File: src/rtl/dtsw_pkg.sv
// ----------------------------------------------------------------------------
// dtsw_pkg
// Shared widths, operation codes, calendar constants and helper functions
// for the date/time setter with weekday.
// ----------------------------------------------------------------------------
package dtsw_pkg;

	// field widths
	localparam int OP_W    = 4;
	localparam int YEAR_W  = 14;
	localparam int MONTH_W = 4;
	localparam int DAY_W   = 5;
	localparam int HOUR_W  = 5;
	localparam int MIN_W   = 6;
	localparam int SEC_W   = 6;
	localparam int LEN_W   = 5;
	localparam int WDAY_W  = 3;
	localparam int ADD_W   = 6;

	// calendar limits
	localparam int MAX_YEAR_DEF = 9999;
	localparam logic [YEAR_W-1:0]  GREG_START_YEAR = 14'd1732;
	localparam logic [YEAR_W-1:0]  REFORM_YEAR     = 14'd1752;
	localparam logic [MONTH_W-1:0] REFORM_MONTH    = 4'd9;
	localparam logic [DAY_W-1:0]   REFORM_DAY      = 5'd2;
	// eleven skipped days, taken modulo seven (-11 = 3 mod 7)
	localparam logic [ADD_W-1:0]   REFORM_SKIP_MOD7 = 6'd3;
	localparam logic [ADD_W-1:0]   EPOCH_OFFSET     = 6'd4;

	localparam logic [MONTH_W-1:0] MONTH_FIRST = 4'd1;
	localparam logic [MONTH_W-1:0] MONTH_LAST  = 4'd12;
	localparam logic [DAY_W-1:0]   DAY_FIRST   = 5'd1;
	localparam logic [HOUR_W-1:0]  HOUR_LAST   = 5'd23;
	localparam logic [MIN_W-1:0]   MIN_LAST    = 6'd59;
	localparam logic [SEC_W-1:0]   SEC_LAST    = 6'd59;

	// reset date
	localparam logic [YEAR_W-1:0] RESET_YEAR = 14'd2000;

	// operation codes; unlisted codes behave as a query
	typedef enum logic [OP_W-1:0] {
		OP_QUERY    = 4'd0,
		OP_LOAD     = 4'd1,
		OP_SEC_UP   = 4'd2,
		OP_SEC_DN   = 4'd3,
		OP_MIN_UP   = 4'd4,
		OP_MIN_DN   = 4'd5,
		OP_HOUR_UP  = 4'd6,
		OP_HOUR_DN  = 4'd7,
		OP_DAY_UP   = 4'd8,
		OP_DAY_DN   = 4'd9,
		OP_MONTH_UP = 4'd10,
		OP_MONTH_DN = 4'd11,
		OP_YEAR_UP  = 4'd12,
		OP_YEAR_DN  = 4'd13
	} op_t;

	// year walker control
	typedef struct packed {
		logic start;
		logic step;
	} walk_ctrl_t;

	// days in month m, given the leap flag of its year
	function automatic logic [LEN_W-1:0] month_len(input logic leap,
			input logic [MONTH_W-1:0] m);
		logic [LEN_W-1:0] n;
		begin
			unique case (m)
				4'd1, 4'd3, 4'd5, 4'd7, 4'd8, 4'd10, 4'd12: n = 5'd31;
				4'd4, 4'd6, 4'd9, 4'd11:                    n = 5'd30;
				4'd2: n = leap ? 5'd29 : 5'd28;
				default: n = '0;
			endcase
			return n;
		end
	endfunction

	// v mod 7 for a 6-bit value: quotient by reciprocal 37/256, exact below 85
	function automatic logic [2:0] mod7(input logic [ADD_W-1:0] v);
		logic [11:0] prod;
		logic [3:0]  q;
		logic [ADD_W-1:0] q7;
		logic [ADD_W-1:0] r;
		begin
			prod = {6'd0, v} * 12'd37;
			q    = prod[11:8];
			q7   = ADD_W'({2'd0, q} * 6'd7);
			r    = v - q7;
			return r[2:0];
		end
	endfunction

endpackage

File: src/rtl/dtsw_req_if.sv
// ----------------------------------------------------------------------------
// dtsw_req_if
// Request channel: operation code and the fields taken on a load.
// ----------------------------------------------------------------------------
interface dtsw_req_if;
	logic                          valid;
	logic                          ready;
	logic [dtsw_pkg::OP_W-1:0]     operation;
	logic [dtsw_pkg::YEAR_W-1:0]   load_year;
	logic [dtsw_pkg::MONTH_W-1:0]  load_month;
	logic [dtsw_pkg::DAY_W-1:0]    load_day;
	logic [dtsw_pkg::HOUR_W-1:0]   load_hours;
	logic [dtsw_pkg::MIN_W-1:0]    load_minutes;
	logic [dtsw_pkg::SEC_W-1:0]    load_seconds;

	modport source (
		output valid, operation, load_year, load_month, load_day,
		       load_hours, load_minutes, load_seconds,
		input  ready
	);
	modport sink (
		input  valid, operation, load_year, load_month, load_day,
		       load_hours, load_minutes, load_seconds,
		output ready
	);
endinterface

File: src/rtl/dtsw_rsp_if.sv
// ----------------------------------------------------------------------------
// dtsw_rsp_if
// Result channel: current date, time, month length and weekday.
// ----------------------------------------------------------------------------
interface dtsw_rsp_if;
	logic                          valid;
	logic                          ready;
	logic [dtsw_pkg::YEAR_W-1:0]   cur_year;
	logic [dtsw_pkg::MONTH_W-1:0]  cur_month;
	logic [dtsw_pkg::DAY_W-1:0]    cur_day;
	logic [dtsw_pkg::HOUR_W-1:0]   cur_hours;
	logic [dtsw_pkg::MIN_W-1:0]    cur_minutes;
	logic [dtsw_pkg::SEC_W-1:0]    cur_seconds;
	logic [dtsw_pkg::LEN_W-1:0]    month_length;
	logic [dtsw_pkg::WDAY_W-1:0]   weekday;

	modport source (
		output valid, cur_year, cur_month, cur_day, cur_hours, cur_minutes,
		       cur_seconds, month_length, weekday,
		input  ready
	);
	modport sink (
		input  valid, cur_year, cur_month, cur_day, cur_hours, cur_minutes,
		       cur_seconds, month_length, weekday,
		output ready
	);
endinterface

File: src/rtl/dtsw_mod7_unit.sv
// ----------------------------------------------------------------------------
// dtsw_mod7_unit
// Shared modulo-7 accumulator: acc <= (acc + addend mod 7) mod 7.
// ----------------------------------------------------------------------------
module dtsw_mod7_unit (
	input  logic                         clk,
	input  logic                         arst_n,
	input  logic                         clear,
	input  logic                         en,
	input  logic [dtsw_pkg::ADD_W-1:0]   addend,
	output logic [dtsw_pkg::WDAY_W-1:0]  acc
);

	logic [dtsw_pkg::WDAY_W-1:0] acc_q;
	logic [3:0]                  sum;
	logic [dtsw_pkg::WDAY_W-1:0] nxt;

	// reduce addend, add, one compare and subtract
	always_comb begin
		sum = {1'b0, acc_q} + {1'b0, dtsw_pkg::mod7(addend)};
		nxt = (sum >= 4'd7) ? 3'(sum - 4'd7) : sum[2:0];
	end

	always_ff @(posedge clk or negedge arst_n) begin
		if (!arst_n) begin
			acc_q <= '0;
		end else if (clear) begin
			acc_q <= '0;
		end else if (en) begin
			acc_q <= nxt;
		end
	end

	assign acc = acc_q;

endmodule

File: src/rtl/dtsw_year_walker.sv
// ----------------------------------------------------------------------------
// dtsw_year_walker
// Year index counter from year 1 with running mod 4/100/400 residues,
// giving the leap flag of the year it currently points at.
// ----------------------------------------------------------------------------
module dtsw_year_walker (
	input  logic                         clk,
	input  logic                         arst_n,
	input  dtsw_pkg::walk_ctrl_t         ctrl,
	output logic [dtsw_pkg::YEAR_W-1:0]  year_idx,
	output logic                         leap
);

	logic [dtsw_pkg::YEAR_W-1:0] idx_q;
	logic [1:0]                  m4_q;
	logic [6:0]                  m100_q;
	logic [8:0]                  m400_q;

	// counters restart at year 1 and advance one year per step
	always_ff @(posedge clk or negedge arst_n) begin
		if (!arst_n) begin
			idx_q  <= 14'd1;
			m4_q   <= 2'd1;
			m100_q <= 7'd1;
			m400_q <= 9'd1;
		end else if (ctrl.start) begin
			idx_q  <= 14'd1;
			m4_q   <= 2'd1;
			m100_q <= 7'd1;
			m400_q <= 9'd1;
		end else if (ctrl.step) begin
			idx_q  <= idx_q + 14'd1;
			m4_q   <= m4_q + 2'd1;
			m100_q <= (m100_q == 7'd99) ? 7'd0 : m100_q + 7'd1;
			m400_q <= (m400_q == 9'd399) ? 9'd0 : m400_q + 9'd1;
		end
	end

	// julian rule before the gregorian start year, gregorian after
	always_comb begin
		if (idx_q < dtsw_pkg::GREG_START_YEAR) begin
			leap = (m4_q == 2'd0);
		end else begin
			leap = ((m4_q == 2'd0) && (m100_q != 7'd0)) || (m400_q == 9'd0);
		end
	end

	assign year_idx = idx_q;

endmodule

File: src/rtl/date_time_setter_with_weekday_core.sv
// Sequence: an accepted request runs the year walk (one year per cycle), a day step and the
// month walk (one month per cycle) through the shared modulo-7 accumulator, then a final
// weekday add, and the result waits in the done state for the result register.
// Requests: a new request is taken only once the last result is loaded; ready is low
// while a request is worked and while a finished result waits for the result register.
// Reset: asynchronous, active low; date 2000-01-01, time 00:00:00, no result.
// ----------------------------------------------------------------------------
// date_time_setter_with_weekday_core
// Settable date and time with step/wrap controls, month length and weekday.
// ----------------------------------------------------------------------------
module date_time_setter_with_weekday_core #(
	parameter int MAX_YEAR = dtsw_pkg::MAX_YEAR_DEF
) (
	input  logic           clk,
	input  logic           arst_n,
	dtsw_req_if.sink       request,
	dtsw_rsp_if.source     result
);

	localparam logic [dtsw_pkg::YEAR_W-1:0] MaxYear = dtsw_pkg::YEAR_W'(MAX_YEAR);

	typedef enum logic [5:0] {
		ST_IDLE   = 6'b000001,
		ST_YEARS  = 6'b000010,
		ST_DAY    = 6'b000100,
		ST_MONTHS = 6'b001000,
		ST_FINAL  = 6'b010000,
		ST_DONE   = 6'b100000
	} state_t;

	state_t state_q;

	logic [dtsw_pkg::YEAR_W-1:0]  year_q;
	logic [dtsw_pkg::MONTH_W-1:0] month_q;
	logic [dtsw_pkg::DAY_W-1:0]   day_q;
	logic [dtsw_pkg::HOUR_W-1:0]  hours_q;
	logic [dtsw_pkg::MIN_W-1:0]   minutes_q;
	logic [dtsw_pkg::SEC_W-1:0]   seconds_q;
	dtsw_pkg::op_t                op_q;
	logic [dtsw_pkg::LEN_W-1:0]   len_q;
	logic [dtsw_pkg::MONTH_W-1:0] month_idx_q;

	logic                         out_valid_q;
	logic [dtsw_pkg::YEAR_W-1:0]  out_year_q;
	logic [dtsw_pkg::MONTH_W-1:0] out_month_q;
	logic [dtsw_pkg::DAY_W-1:0]   out_day_q;
	logic [dtsw_pkg::HOUR_W-1:0]  out_hours_q;
	logic [dtsw_pkg::MIN_W-1:0]   out_minutes_q;
	logic [dtsw_pkg::SEC_W-1:0]   out_seconds_q;
	logic [dtsw_pkg::LEN_W-1:0]   out_len_q;
	logic [dtsw_pkg::WDAY_W-1:0]  out_wday_q;

	logic                         req_fire;
	logic                         out_load;
	dtsw_pkg::op_t                req_op;
	dtsw_pkg::walk_ctrl_t         walk_ctrl;
	logic [dtsw_pkg::YEAR_W-1:0]  walk_year;
	logic                         walk_leap;
	logic                         acc_clear;
	logic                         acc_en;
	logic [dtsw_pkg::ADD_W-1:0]   acc_addend;
	logic [dtsw_pkg::WDAY_W-1:0]  acc_val;
	logic [dtsw_pkg::LEN_W-1:0]   cur_len;
	logic                         after_reform;

	// saturated load fields
	logic [dtsw_pkg::YEAR_W-1:0]  ld_year;
	logic [dtsw_pkg::MONTH_W-1:0] ld_month;
	logic [dtsw_pkg::DAY_W-1:0]   ld_day;
	logic [dtsw_pkg::HOUR_W-1:0]  ld_hours;
	logic [dtsw_pkg::MIN_W-1:0]   ld_minutes;
	logic [dtsw_pkg::SEC_W-1:0]   ld_seconds;

	assign request.ready = (state_q == ST_IDLE);
	assign req_fire      = request.valid && request.ready;
	assign req_op        = dtsw_pkg::op_t'(request.operation);
	assign out_load      = (state_q == ST_DONE) && (!out_valid_q || result.ready);

	// load saturation
	always_comb begin
		if (request.load_year == '0) begin
			ld_year = 14'd1;
		end else if (request.load_year > MaxYear) begin
			ld_year = MaxYear;
		end else begin
			ld_year = request.load_year;
		end
		if (request.load_month == '0) begin
			ld_month = dtsw_pkg::MONTH_FIRST;
		end else if (request.load_month > dtsw_pkg::MONTH_LAST) begin
			ld_month = dtsw_pkg::MONTH_LAST;
		end else begin
			ld_month = request.load_month;
		end
		ld_day     = (request.load_day == '0) ? dtsw_pkg::DAY_FIRST : request.load_day;
		ld_hours   = (request.load_hours > dtsw_pkg::HOUR_LAST) ?
			dtsw_pkg::HOUR_LAST : request.load_hours;
		ld_minutes = (request.load_minutes > dtsw_pkg::MIN_LAST) ?
			dtsw_pkg::MIN_LAST : request.load_minutes;
		ld_seconds = (request.load_seconds > dtsw_pkg::SEC_LAST) ?
			dtsw_pkg::SEC_LAST : request.load_seconds;
	end

	// month length of the stored date, valid once the walk reached year_q
	assign cur_len = dtsw_pkg::month_len(walk_leap, month_q);

	// dates after the calendar reform lose eleven days
	assign after_reform = (year_q > dtsw_pkg::REFORM_YEAR) ||
		((year_q == dtsw_pkg::REFORM_YEAR) && (month_q > dtsw_pkg::REFORM_MONTH)) ||
		((year_q == dtsw_pkg::REFORM_YEAR) && (month_q == dtsw_pkg::REFORM_MONTH) &&
		 (day_q > dtsw_pkg::REFORM_DAY));

	// sequencer drive of the shared accumulator and the year walker
	always_comb begin
		walk_ctrl  = '0;
		acc_clear  = 1'b0;
		acc_en     = 1'b0;
		acc_addend = '0;
		unique case (state_q)
			ST_IDLE: begin
				walk_ctrl.start = req_fire;
				acc_clear       = req_fire;
			end
			ST_YEARS: begin
				// each full year adds 365 + leap days, 365 = 1 mod 7
				if (walk_year != year_q) begin
					walk_ctrl.step = 1'b1;
					acc_en         = 1'b1;
					acc_addend     = {5'd0, walk_leap} + 6'd1;
				end
			end
			ST_MONTHS: begin
				if (month_idx_q != month_q) begin
					acc_en     = 1'b1;
					acc_addend = {1'b0, dtsw_pkg::month_len(walk_leap, month_idx_q)};
				end
			end
			ST_FINAL: begin
				acc_en     = 1'b1;
				acc_addend = {1'b0, day_q} + dtsw_pkg::EPOCH_OFFSET +
					(after_reform ? dtsw_pkg::REFORM_SKIP_MOD7 : 6'd0);
			end
			ST_DAY, ST_DONE: begin
			end
			default: begin
			end
		endcase
	end

	dtsw_year_walker u_walker (
		.clk      (clk),
		.arst_n   (arst_n),
		.ctrl     (walk_ctrl),
		.year_idx (walk_year),
		.leap     (walk_leap)
	);

	dtsw_mod7_unit u_mod7 (
		.clk    (clk),
		.arst_n (arst_n),
		.clear  (acc_clear),
		.en     (acc_en),
		.addend (acc_addend),
		.acc    (acc_val)
	);

	// sequencer and date/time state
	always_ff @(posedge clk or negedge arst_n) begin
		if (!arst_n) begin
			state_q     <= ST_IDLE;
			year_q      <= dtsw_pkg::RESET_YEAR;
			month_q     <= dtsw_pkg::MONTH_FIRST;
			day_q       <= dtsw_pkg::DAY_FIRST;
			hours_q     <= '0;
			minutes_q   <= '0;
			seconds_q   <= '0;
			op_q        <= dtsw_pkg::OP_QUERY;
			month_idx_q <= dtsw_pkg::MONTH_FIRST;
			len_q       <= '0;
		end else begin
			unique case (state_q)
				ST_IDLE: begin
					if (req_fire) begin
						op_q    <= req_op;
						state_q <= ST_YEARS;
						// field steps that do not need the month length
						unique case (req_op)
							dtsw_pkg::OP_LOAD: begin
								year_q    <= ld_year;
								month_q   <= ld_month;
								day_q     <= ld_day;
								hours_q   <= ld_hours;
								minutes_q <= ld_minutes;
								seconds_q <= ld_seconds;
							end
							dtsw_pkg::OP_SEC_UP:
								seconds_q <= (seconds_q >= dtsw_pkg::SEC_LAST) ?
									'0 : seconds_q + 6'd1;
							dtsw_pkg::OP_SEC_DN:
								seconds_q <= (seconds_q == '0) ?
									dtsw_pkg::SEC_LAST : seconds_q - 6'd1;
							dtsw_pkg::OP_MIN_UP:
								minutes_q <= (minutes_q >= dtsw_pkg::MIN_LAST) ?
									'0 : minutes_q + 6'd1;
							dtsw_pkg::OP_MIN_DN:
								minutes_q <= (minutes_q == '0) ?
									dtsw_pkg::MIN_LAST : minutes_q - 6'd1;
							dtsw_pkg::OP_HOUR_UP:
								hours_q <= (hours_q >= dtsw_pkg::HOUR_LAST) ?
									'0 : hours_q + 5'd1;
							dtsw_pkg::OP_HOUR_DN:
								hours_q <= (hours_q == '0) ?
									dtsw_pkg::HOUR_LAST : hours_q - 5'd1;
							dtsw_pkg::OP_MONTH_UP:
								month_q <= (month_q >= dtsw_pkg::MONTH_LAST) ?
									dtsw_pkg::MONTH_FIRST : month_q + 4'd1;
							dtsw_pkg::OP_MONTH_DN:
								month_q <= (month_q <= dtsw_pkg::MONTH_FIRST) ?
									dtsw_pkg::MONTH_LAST : month_q - 4'd1;
							dtsw_pkg::OP_YEAR_UP:
								if (year_q < MaxYear) year_q <= year_q + 14'd1;
							dtsw_pkg::OP_YEAR_DN:
								if (year_q > 14'd1) year_q <= year_q - 14'd1;
							default: begin
							end
						endcase
					end
				end
				ST_YEARS: begin
					if (walk_year == year_q) begin
						state_q <= ST_DAY;
					end
				end
				ST_DAY: begin
					// day steps and clamping use the new month length
					len_q       <= cur_len;
					month_idx_q <= dtsw_pkg::MONTH_FIRST;
					state_q     <= ST_MONTHS;
					unique case (op_q)
						dtsw_pkg::OP_DAY_UP:
							day_q <= (day_q >= cur_len) ? dtsw_pkg::DAY_FIRST : day_q + 5'd1;
						dtsw_pkg::OP_DAY_DN:
							day_q <= (day_q <= dtsw_pkg::DAY_FIRST) ? cur_len : day_q - 5'd1;
						dtsw_pkg::OP_LOAD, dtsw_pkg::OP_MONTH_UP, dtsw_pkg::OP_MONTH_DN,
						dtsw_pkg::OP_YEAR_UP, dtsw_pkg::OP_YEAR_DN:
							if (day_q > cur_len) day_q <= cur_len;
						default: begin
						end
					endcase
				end
				ST_MONTHS: begin
					if (month_idx_q == month_q) begin
						state_q <= ST_FINAL;
					end else begin
						month_idx_q <= month_idx_q + 4'd1;
					end
				end
				ST_FINAL: begin
					state_q <= ST_DONE;
				end
				ST_DONE: begin
					if (out_load) begin
						state_q <= ST_IDLE;
					end
				end
				default: begin
					state_q <= ST_IDLE;
				end
			endcase
		end
	end

	// result register
	always_ff @(posedge clk or negedge arst_n) begin
		if (!arst_n) begin
			out_valid_q <= 1'b0;
		end else if (out_load) begin
			out_valid_q <= 1'b1;
		end else if (result.ready) begin
			out_valid_q <= 1'b0;
		end
	end

	always_ff @(posedge clk) begin
		if (out_load) begin
			out_year_q    <= year_q;
			out_month_q   <= month_q;
			out_day_q     <= day_q;
			out_hours_q   <= hours_q;
			out_minutes_q <= minutes_q;
			out_seconds_q <= seconds_q;
			out_len_q     <= len_q;
			out_wday_q    <= acc_val;
		end
	end

	assign result.valid        = out_valid_q;
	assign result.cur_year     = out_year_q;
	assign result.cur_month    = out_month_q;
	assign result.cur_day      = out_day_q;
	assign result.cur_hours    = out_hours_q;
	assign result.cur_minutes  = out_minutes_q;
	assign result.cur_seconds  = out_seconds_q;
	assign result.month_length = out_len_q;
	assign result.weekday      = out_wday_q;

endmodule

File: src/flat_wrapper.sv
// flat-port wrapper written by rule: the top's interface ports become plain ports
module date_time_setter_with_weekday_core_flat 
#(
	parameter int MAX_YEAR = dtsw_pkg::MAX_YEAR_DEF
)
  (clk, arst_n, request_valid, request_operation, request_load_year, request_load_month, request_load_day, request_load_hours, request_load_minutes, request_load_seconds, request_ready, result_valid, result_cur_year, result_cur_month, result_cur_day, result_cur_hours, result_cur_minutes, result_cur_seconds, result_month_length, result_weekday, result_ready);
  dtsw_req_if request_i ();
  dtsw_rsp_if result_i ();
  input  logic clk;
  input  logic arst_n;
  input wire logic [$bits(request_i.valid)-1:0] request_valid;
  input wire logic [$bits(request_i.operation)-1:0] request_operation;
  input wire logic [$bits(request_i.load_year)-1:0] request_load_year;
  input wire logic [$bits(request_i.load_month)-1:0] request_load_month;
  input wire logic [$bits(request_i.load_day)-1:0] request_load_day;
  input wire logic [$bits(request_i.load_hours)-1:0] request_load_hours;
  input wire logic [$bits(request_i.load_minutes)-1:0] request_load_minutes;
  input wire logic [$bits(request_i.load_seconds)-1:0] request_load_seconds;
  output wire logic [$bits(request_i.ready)-1:0] request_ready;
  output wire logic [$bits(result_i.valid)-1:0] result_valid;
  output wire logic [$bits(result_i.cur_year)-1:0] result_cur_year;
  output wire logic [$bits(result_i.cur_month)-1:0] result_cur_month;
  output wire logic [$bits(result_i.cur_day)-1:0] result_cur_day;
  output wire logic [$bits(result_i.cur_hours)-1:0] result_cur_hours;
  output wire logic [$bits(result_i.cur_minutes)-1:0] result_cur_minutes;
  output wire logic [$bits(result_i.cur_seconds)-1:0] result_cur_seconds;
  output wire logic [$bits(result_i.month_length)-1:0] result_month_length;
  output wire logic [$bits(result_i.weekday)-1:0] result_weekday;
  input wire logic [$bits(result_i.ready)-1:0] result_ready;
  assign request_i.valid = request_valid;
  assign request_i.operation = request_operation;
  assign request_i.load_year = request_load_year;
  assign request_i.load_month = request_load_month;
  assign request_i.load_day = request_load_day;
  assign request_i.load_hours = request_load_hours;
  assign request_i.load_minutes = request_load_minutes;
  assign request_i.load_seconds = request_load_seconds;
  assign request_ready = request_i.ready;
  assign result_valid = result_i.valid;
  assign result_cur_year = result_i.cur_year;
  assign result_cur_month = result_i.cur_month;
  assign result_cur_day = result_i.cur_day;
  assign result_cur_hours = result_i.cur_hours;
  assign result_cur_minutes = result_i.cur_minutes;
  assign result_cur_seconds = result_i.cur_seconds;
  assign result_month_length = result_i.month_length;
  assign result_weekday = result_i.weekday;
  assign result_i.ready = result_ready;
  date_time_setter_with_weekday_core #(.MAX_YEAR(MAX_YEAR)) u_core (.clk(clk), .arst_n(arst_n), .request(request_i), .result(result_i));
endmodule
File: config.mk
export PLATFORM = sky130hd
export DESIGN_NAME = date_time_setter_with_weekday_core_flat
export DESIGN_NICKNAME = d
export VERILOG_FILES = /design/src/rtl/dtsw_pkg.sv /design/src/rtl/dtsw_req_if.sv /design/src/rtl/dtsw_rsp_if.sv /design/src/rtl/dtsw_mod7_unit.sv /design/src/rtl/dtsw_year_walker.sv /design/src/rtl/date_time_setter_with_weekday_core.sv /design/src/flat_wrapper.sv
export SDC_FILE = /design/constraint.sdc
export NUM_CORES = 1
export LEC_CHECK = 0
export BUFFER_PORTS_ARGS = -buffer_cell sky130_fd_sc_hd__buf_2
export CORE_UTILIZATION = 55
export DETAILED_ROUTE_END_ITERATION = 10
export GPL_ROUTABILITY_DRIVEN = 0
export GPL_TIMING_DRIVEN = 0
export PLACE_DENSITY = 0.84
export SETUP_SLACK_MARGIN = 0.15
export SLEW_MARGIN = 20
export SYNTH_ARGS = -nofsm -noshare
export SYNTH_HDL_FRONTEND = slang
export SYNTH_SLANG_ARGS = --single-unit
File: constraint.sdc
create_clock -name clk -period 19.7 [get_ports clk]
set_input_delay 0.985 -clock clk [delete_from_list [all_inputs] [get_ports clk]]
set_output_delay 0.985 -clock clk [all_outputs]
set_load 0.02 [all_outputs]
## Yosys cells after proc, flatten, opt, wreduce, memory -nomap -nowiden

Cells that the tools add are included.

- Add/sub/neg operators: 23
- Multiplexer cells: 65
- Equal/unequal tests: 65
- Order comparisons: 20
- Reduce and logical (&&, ||, !) cells: 44
- Multiply operators: 2

Operators by type and width:

| kind | count |
|---|---|
| 14-bit 2-to-1 mux | 6 |
| 4-bit == test, second input constant | 20 |
| 6-bit 2-to-1 mux | 11 |
| 5-bit one-hot mux with 3 select lines | 4 |
| 6-bit one-hot mux with 3 select lines | 3 |
| 5-bit 2-to-1 mux | 10 |
| 4-bit by 3-bit == test with 1-bit output, second input constant | 12 |
| 14-bit one-hot mux with 3 select lines | 1 |
| 6-bit one-hot mux with 6 select lines | 1 |
| 14-bit by 1-bit adder with 14-bit output, second input constant | 2 |
| 9-bit 2-to-1 mux | 3 |
| 4-bit by 2-bit == test with 1-bit output, second input constant | 6 |
| 7-bit 2-to-1 mux | 3 |
| 4-bit 2-to-1 mux | 5 |
| 4-bit by 1-bit == test with 1-bit output, second input constant | 4 |
| 3-bit nonzero test | 5 |
| 14-bit by 11-bit == test with 1-bit output, second input constant | 1 |
| 14-bit == test | 1 |
| 14-bit by 1-bit > comparator with 1-bit output, second input constant | 1 |
| 14-bit by 11-bit > comparator with 1-bit output, second input constant | 1 |
| 14-bit > comparator, second input constant | 1 |
| 14-bit zero test | 1 |
| 14-bit by 11-bit less-than comparator with 1-bit output, second input constant | 1 |
| 14-bit less-than comparator, second input constant | 1 |
| other kinds (69) | 115 |

- Flip-flop bits (word level): 143
- Logic and storage cells: 243
- Input bits: 48

## Depth between registers and ports, before layout

- Depth in word-level cells: 16
- Gate-level depth with buffers: 34
- Gate-level depth less buffers: 34

## Hierarchy

Synthesis repeated with hierarchy kept, for this count alone.

- Cell total of the unflattened synthesis: 1027
- Area total of the unflattened synthesis: 9460.3 µm²

Modules (own cells, without submodules):

| module | area an instance (µm²) | seq. area each (µm²) | times used | cells each |
|---|---|---|---|---|
| date_time_setter_with_weekday_core | 6949.2 | 2845.2 | 1 | 769 |
| dtsw_year_walker | 1761.7 | 805.8 | 1 | 184 |
| dtsw_mod7_unit | 749.5 | 75.1 | 1 | 74 |

## Least setup slack after synthesis

OpenSTA, ideal clock, no wires.

- Path type: reg-to-reg
- Start: register u_core.day_q[2] in the netlist's numbering
- End: register u_core.u_mod7.acc_q (netlist bit u_core.u_mod7.acc[0])
- Setup slack: 12225 ps
- Stages on the path, launching flop included: 33
- Period minus slack after synthesis: 7475 ps
- Arrival time: 7397 ps
- Path buffers: 1
- Cell sequence: dfrtp_1 -> clkbuf_1 -> nor3_1 -> o21ai_0 -> and3_1 -> o21ai_0 -> a32oi_1 -> or4_1 -> ha_1 -> fa_1 -> a222oi_1 -> inv_1 -> ha_1 -> fa_1 -> ha_1 -> a21oi_1 -> nand2b_1 -> a2111oi_4 -> nor2_4 -> o311ai_1 -> nor4_2 -> fa_1 -> xnor2_1 -> xnor2_1 -> xnor2_1 -> xnor2_1 -> xnor2_1 -> ha_1 -> a21oi_1 -> a21boi_0 -> xnor2_1 -> nand2_1 -> a21oi_1

- Longest elaborated chain between the ends: 14
- Elaborated cells between the ends (all ways): 16

RTL lines:

| element | RTL line | source |
|---|---|---|
| start: declaration | date_time_setter_with_weekday_core.sv:35 | `logic [dtsw_pkg::DAY_W-1:0] day_q;` |
| start signal: assignment | date_time_setter_with_weekday_core.sv:173 | `day_q <= dtsw_pkg::DAY_FIRST;` |
| start signal: assignment | date_time_setter_with_weekday_core.sv:191 | `day_q <= ld_day;` |
| start signal: assignment | date_time_setter_with_weekday_core.sv:241 | `day_q <= (day_q >= cur_len) ? dtsw_pkg::DAY_FIRST : day_q + 5'd1;` |
| 5-bit by 2-bit > comparator with 1-bit output | date_time_setter_with_weekday_core.sv:111 | `(day_q > dtsw_pkg::REFORM_DAY));` |
| 1-bit logical AND | date_time_setter_with_weekday_core.sv:110 | `((year_q == dtsw_pkg::REFORM_YEAR) && (month_q == dtsw_pkg::REFORM_MONTH) &&` |
| 1-bit logical OR | date_time_setter_with_weekday_core.sv:109 | `((year_q == dtsw_pkg::REFORM_YEAR) && (month_q > dtsw_pkg::REFORM_MONTH)) \|\|` |
| 2-bit 2-to-1 mux | date_time_setter_with_weekday_core.sv:141 | `(after_reform ? dtsw_pkg::REFORM_SKIP_MOD7 : 6'd0);` |
| 6-bit adder (*) | date_time_setter_with_weekday_core.sv:140 | `acc_addend = {1'b0, day_q} + dtsw_pkg::EPOCH_OFFSET +` |
| 6-bit one-hot mux with 3 select lines (*) | date_time_setter_with_weekday_core.sv:119 | `unique case (state_q)` |
| 6-bit by 6-bit multiplier with 12-bit output | dtsw_pkg.sv:86 | `prod = {6'd0, v} * 12'd37;` |
| 4-bit by 3-bit multiplier with 3-bit output | dtsw_pkg.sv:88 | `q7 = ADD_W'({2'd0, q} * 6'd7);` |
| 3-bit subtractor (*) | dtsw_pkg.sv:89 | `r = v - q7;` |
| 3-bit by 3-bit adder with 4-bit output (*) | dtsw_mod7_unit.sv:20 | `sum = {1'b0, acc_q} + {1'b0, dtsw_pkg::mod7(addend)};` |
| 4-bit by 3-bit greater-or-equal comparator with 1-bit output or 3-bit subtractor (tied branches) | dtsw_mod7_unit.sv:21 | `nxt = (sum >= 4'd7) ? 3'(sum - 4'd7) : sum[2:0];` |
| 3-bit 2-to-1 mux (*) | dtsw_mod7_unit.sv:21 |  |
| 3-bit 2-to-1 mux (*) | dtsw_mod7_unit.sv:29 | `end else if (en) begin` |
| 3-bit 2-to-1 mux (*) | dtsw_mod7_unit.sv:27 | `end else if (clear) begin` |
| end signal: assignment | dtsw_mod7_unit.sv:30 | `acc_q <= nxt;` |
| end: declaration | dtsw_mod7_unit.sv:14 | `logic [dtsw_pkg::WDAY_W-1:0] acc_q;` |

Every way passes the cells marked *; elsewhere a longest branch is shown, timed or not. The select of a mux whose other input is x is not followed.
A chain may end at the register's enable or synchronous reset.

## Final worst setup path

Same ends and word-level chain as after synthesis.

==> reports/metrics.yaml <==
io_pins: 98
layout-drive-gt1-share: 0.155
netlist_instances: 1037
powerDensity_nw_per_um2: 134
rsz0062_at_grt: "no"
grt_max_degree: 57
synth_edf_count: 46
clock.fmax_mhz: 116
worst_pin_slew_ns: 0.799
startpoint_type: "flip-flop"
numCtsBuffers: 17
routed_wl_mm: 23.0
status: "finished clean"
cts_root_buffer: "clkbuf_16"
leakagePower_uw: 0.00475
clock_latency_ns: 0.42
mappedNetlistArea_um2: 9340
crit_top_cell: "xnor2_1"
syn_to_final_growth_pct: 15.4
worstPathMaxFanout: 10
drv_slew: 0
synth_warnings: 0
cts_tree: "built"
fin_crit_sh: 0.437
stdcell_area_um2: 10800
avgSynthCellArea_um2: 9.00
io_buffers: 94
yosysUniqueCellTypes: 81
yosys_most_used_dff: "dfrtp_1"
skew_ns: 0.00788
die_area_um2: 17500
hold_viol: 0
initial_core_util: 0.563
grt_pass1_wl_mm: 37.9
diodes: 0
place_hpwl_mm: 16.4
layout.nets: 1262
cts_resized: 0
via_count: 8403
grtUsageTotal: 0.269
cap_viol_max_count: 0
grt_pass1_vias: 7910
die_y_um: 132
die_x_um: 132
min_path_type: "flip-flop to flip-flop"
holdBufCountCts: 0
worstPathRequired_ns: 20.05
core_area_um2: 16600
critPathCaptureType: "flip-flop"
cts.sink_count: 139
ant_nets: 0
slowest_delay_ns: 0.55
cts_setup_buffers: 0
drc: 0
gr-total-overflow: 0
worst-setup-path-type: "flip-flop to flip-flop"
slew_headroom: 0.463
rows: 47
clk_path_buf_depth: 2
initialDrtViolationCount: 715
crit_arrival_ns: 8.97
viasPerCell: 6.07
peakVddDrop_mv: 0.110
dpl_cell_area_um2: 10200
worst_path_max_delay_cell: "or4_1"
synthArstFlopShare: 0.669
tns_ns: 0
antenna_found_initial: 0
yosysSeqAreaShare: 0.399
ctsHtreeMaxLevel: 4
clkTransAtPathRegs_ns: 0.06
setup_viol: 0
syn_nets: 1147
wire_per_inst_um: 16.6
timing.final.crit_period_ns: 8.62
drt_first_pass_iters: 7
ys_seq_elements: 139
-- metrics by stage --
step / utilization / worst slack (ns) / total power [µW] / std cells / hold slack, ns
CTS: 0.650 / 11.06 / 1440 / 1385 / 0.443
floorplan: - / 12.23 / 925 / 1037 / 0.420
global route: 0.650 / 10.26 / 1540 / 1385 / 0.451
detailed placement: 0.612 / 11.11 / 1090 / 1353 / 0.427
finish: 0.650 / 11.08 / 1440 / 1385 / 0.442
global placement: 0.608 / 11.30 / 1060 / 1351 / 0.428
-- cell families after synthesis --
kind of cell             Yosys count  share of synthesized area
adder cells (fa/ha/maj)           62                     0.0863
AND/OR/NAND/NOR                  374                      0.202
AO/OA/AOI/OAI                    257                      0.174
buffers and inverters            113                     0.0484
multiplexers                      16                     0.0181
flip-flops                       139                      0.399
XOR/XNOR                          76                     0.0721
-- area by class of cell --
| cell class | count | area [µm²] |
|---|---|---|
| clock inverter | 11 | 169 |
| timing repair buffer | 96 | 524 |
| inverter | 55 | 206 |
| clock buffer | 21 | 460 |
| fill | 1328 | 5800 |
| tap | 220 | 275 |
| sequential | 139 | 3730 |
| buffer | 58 | 245 |
| multi-input combinational | 785 | 5170 |
-- final timing paths --
| path | from | endpoint | slack [ns] | cells past startpoint |
|---|---|---|---|---|
| max in group asynchronous | arst_n | u_core.year_q[4] | 18.55 | 2 |
| worst max-delay path | u_core.day_q[2] | u_core.u_mod7.acc[0] | 11.08 | 32 |
| worst max register to register | u_core.day_q[2] | u_core.u_mod7.acc[0] | 11.08 | 32 |
| min in group asynchronous | arst_n | u_core.seconds_q[1] | 0.46 | 1 |
| worst min-delay path | u_core.year_q[3] | u_core.result.cur_year[3] | 0.44 | 0 |
| worst min register to register | u_core.year_q[3] | u_core.result.cur_year[3] | 0.44 | 0 |
-- worst max-delay path: cells and delay by family, from the launching register on --
family | cells | cell delay [ns]
flip-flops | 1 | 0.44
adder cells (fa/ha/maj) | 7 | 2.53
XOR/XNOR | 6 | 1.04
AND/OR/NAND/NOR | 7 | 1.46
AO/OA/AOI/OAI | 10 | 2.65
buffers and inverters | 2 | 0.42
-- synth_stat cells, drive strengths merged (4+ instances only) --
| cell type | n | share of area |
|---|---|---|
| dfstp | 14 | 0.039 |
| nor3 | 25 | 0.014 |
| clkbuf | 43 | 0.017 |
| a211oi | 6 | 0.0048 |
| edfxtp | 46 | 0.15 |
| o22ai | 13 | 0.0087 |
| fa | 4 | 0.0086 |
| nor4 | 22 | 0.015 |
| and3 | 22 | 0.015 |
| o2111ai | 4 | 0.0038 |
| o211ai | 4 | 0.0038 |
| or3 | 6 | 0.0040 |
| nand2 | 78 | 0.031 |
| nor2 | 105 | 0.043 |
| a31oi | 9 | 0.0060 |
| xor2 | 41 | 0.038 |
| a22oi | 7 | 0.0062 |
| nand3b | 9 | 0.0072 |
| and3b | 4 | 0.0038 |
| nand2b | 9 | 0.0060 |
| buf | 15 | 0.0090 |
| a21o | 6 | 0.0056 |
| o21ai | 94 | 0.050 |
| mux2 | 7 | 0.0084 |
| dfrtp | 79 | 0.21 |
| xnor2 | 35 | 0.034 |
| nor3b | 9 | 0.0083 |
| inv | 55 | 0.022 |
| o32a | 7 | 0.0075 |
| a21oi | 65 | 0.035 |
| nand4 | 12 | 0.0080 |
| nor2b | 8 | 0.0062 |
| and2 | 5 | 0.0033 |
| o31ai | 7 | 0.0062 |
| ha | 58 | 0.078 |
| and4 | 4 | 0.0038 |
| or2 | 4 | 0.0027 |
| mux2i | 9 | 0.0096 |
| nand3 | 47 | 0.025 |
-- registers in the layout, summed over array words and instances (netlist names), 7 cells and up --
name and flops:
u_core.u_walker.m400_q 9, u_core.result.cur_year 14, u_core.year_q 14, u_core.u_walker.m100_q 7
u_core.u_walker.year_idx 14
-- cell usage in the layout (no fill, tap or decap), drive strengths merged, types with 12 or more instances in the layout --
cell type / n
edfxtp: 46
dfrtp: 79
nor2: 105
nand2: 78
buf: 111
nor3: 25
o21ai: 94
nand4: 12
xor2: 41
o22ai: 13
inv: 56
and3: 22
xnor2: 35
a21oi: 65
nand3: 47
clkbuf: 64
dfstp: 14
ha: 58
nor4: 22
-- power by group --
part	switching (µW)	leakage, µW	internal (µW)
registers	75.9	0.00159	385
clock network	124	0.000297	218
logic	393	0.00286	249
total	592	0.00475	852
-- per-layer routing --
layer	vias up	track usage	wire, µm
met5	-	0	0
met4	0	0.0798	390
met3	45	0.0581	1830
met2	395	0.441	11000
met1	3982	0.357	9740
li1	3981	-	-
Power figures use the tool's default switching activity.
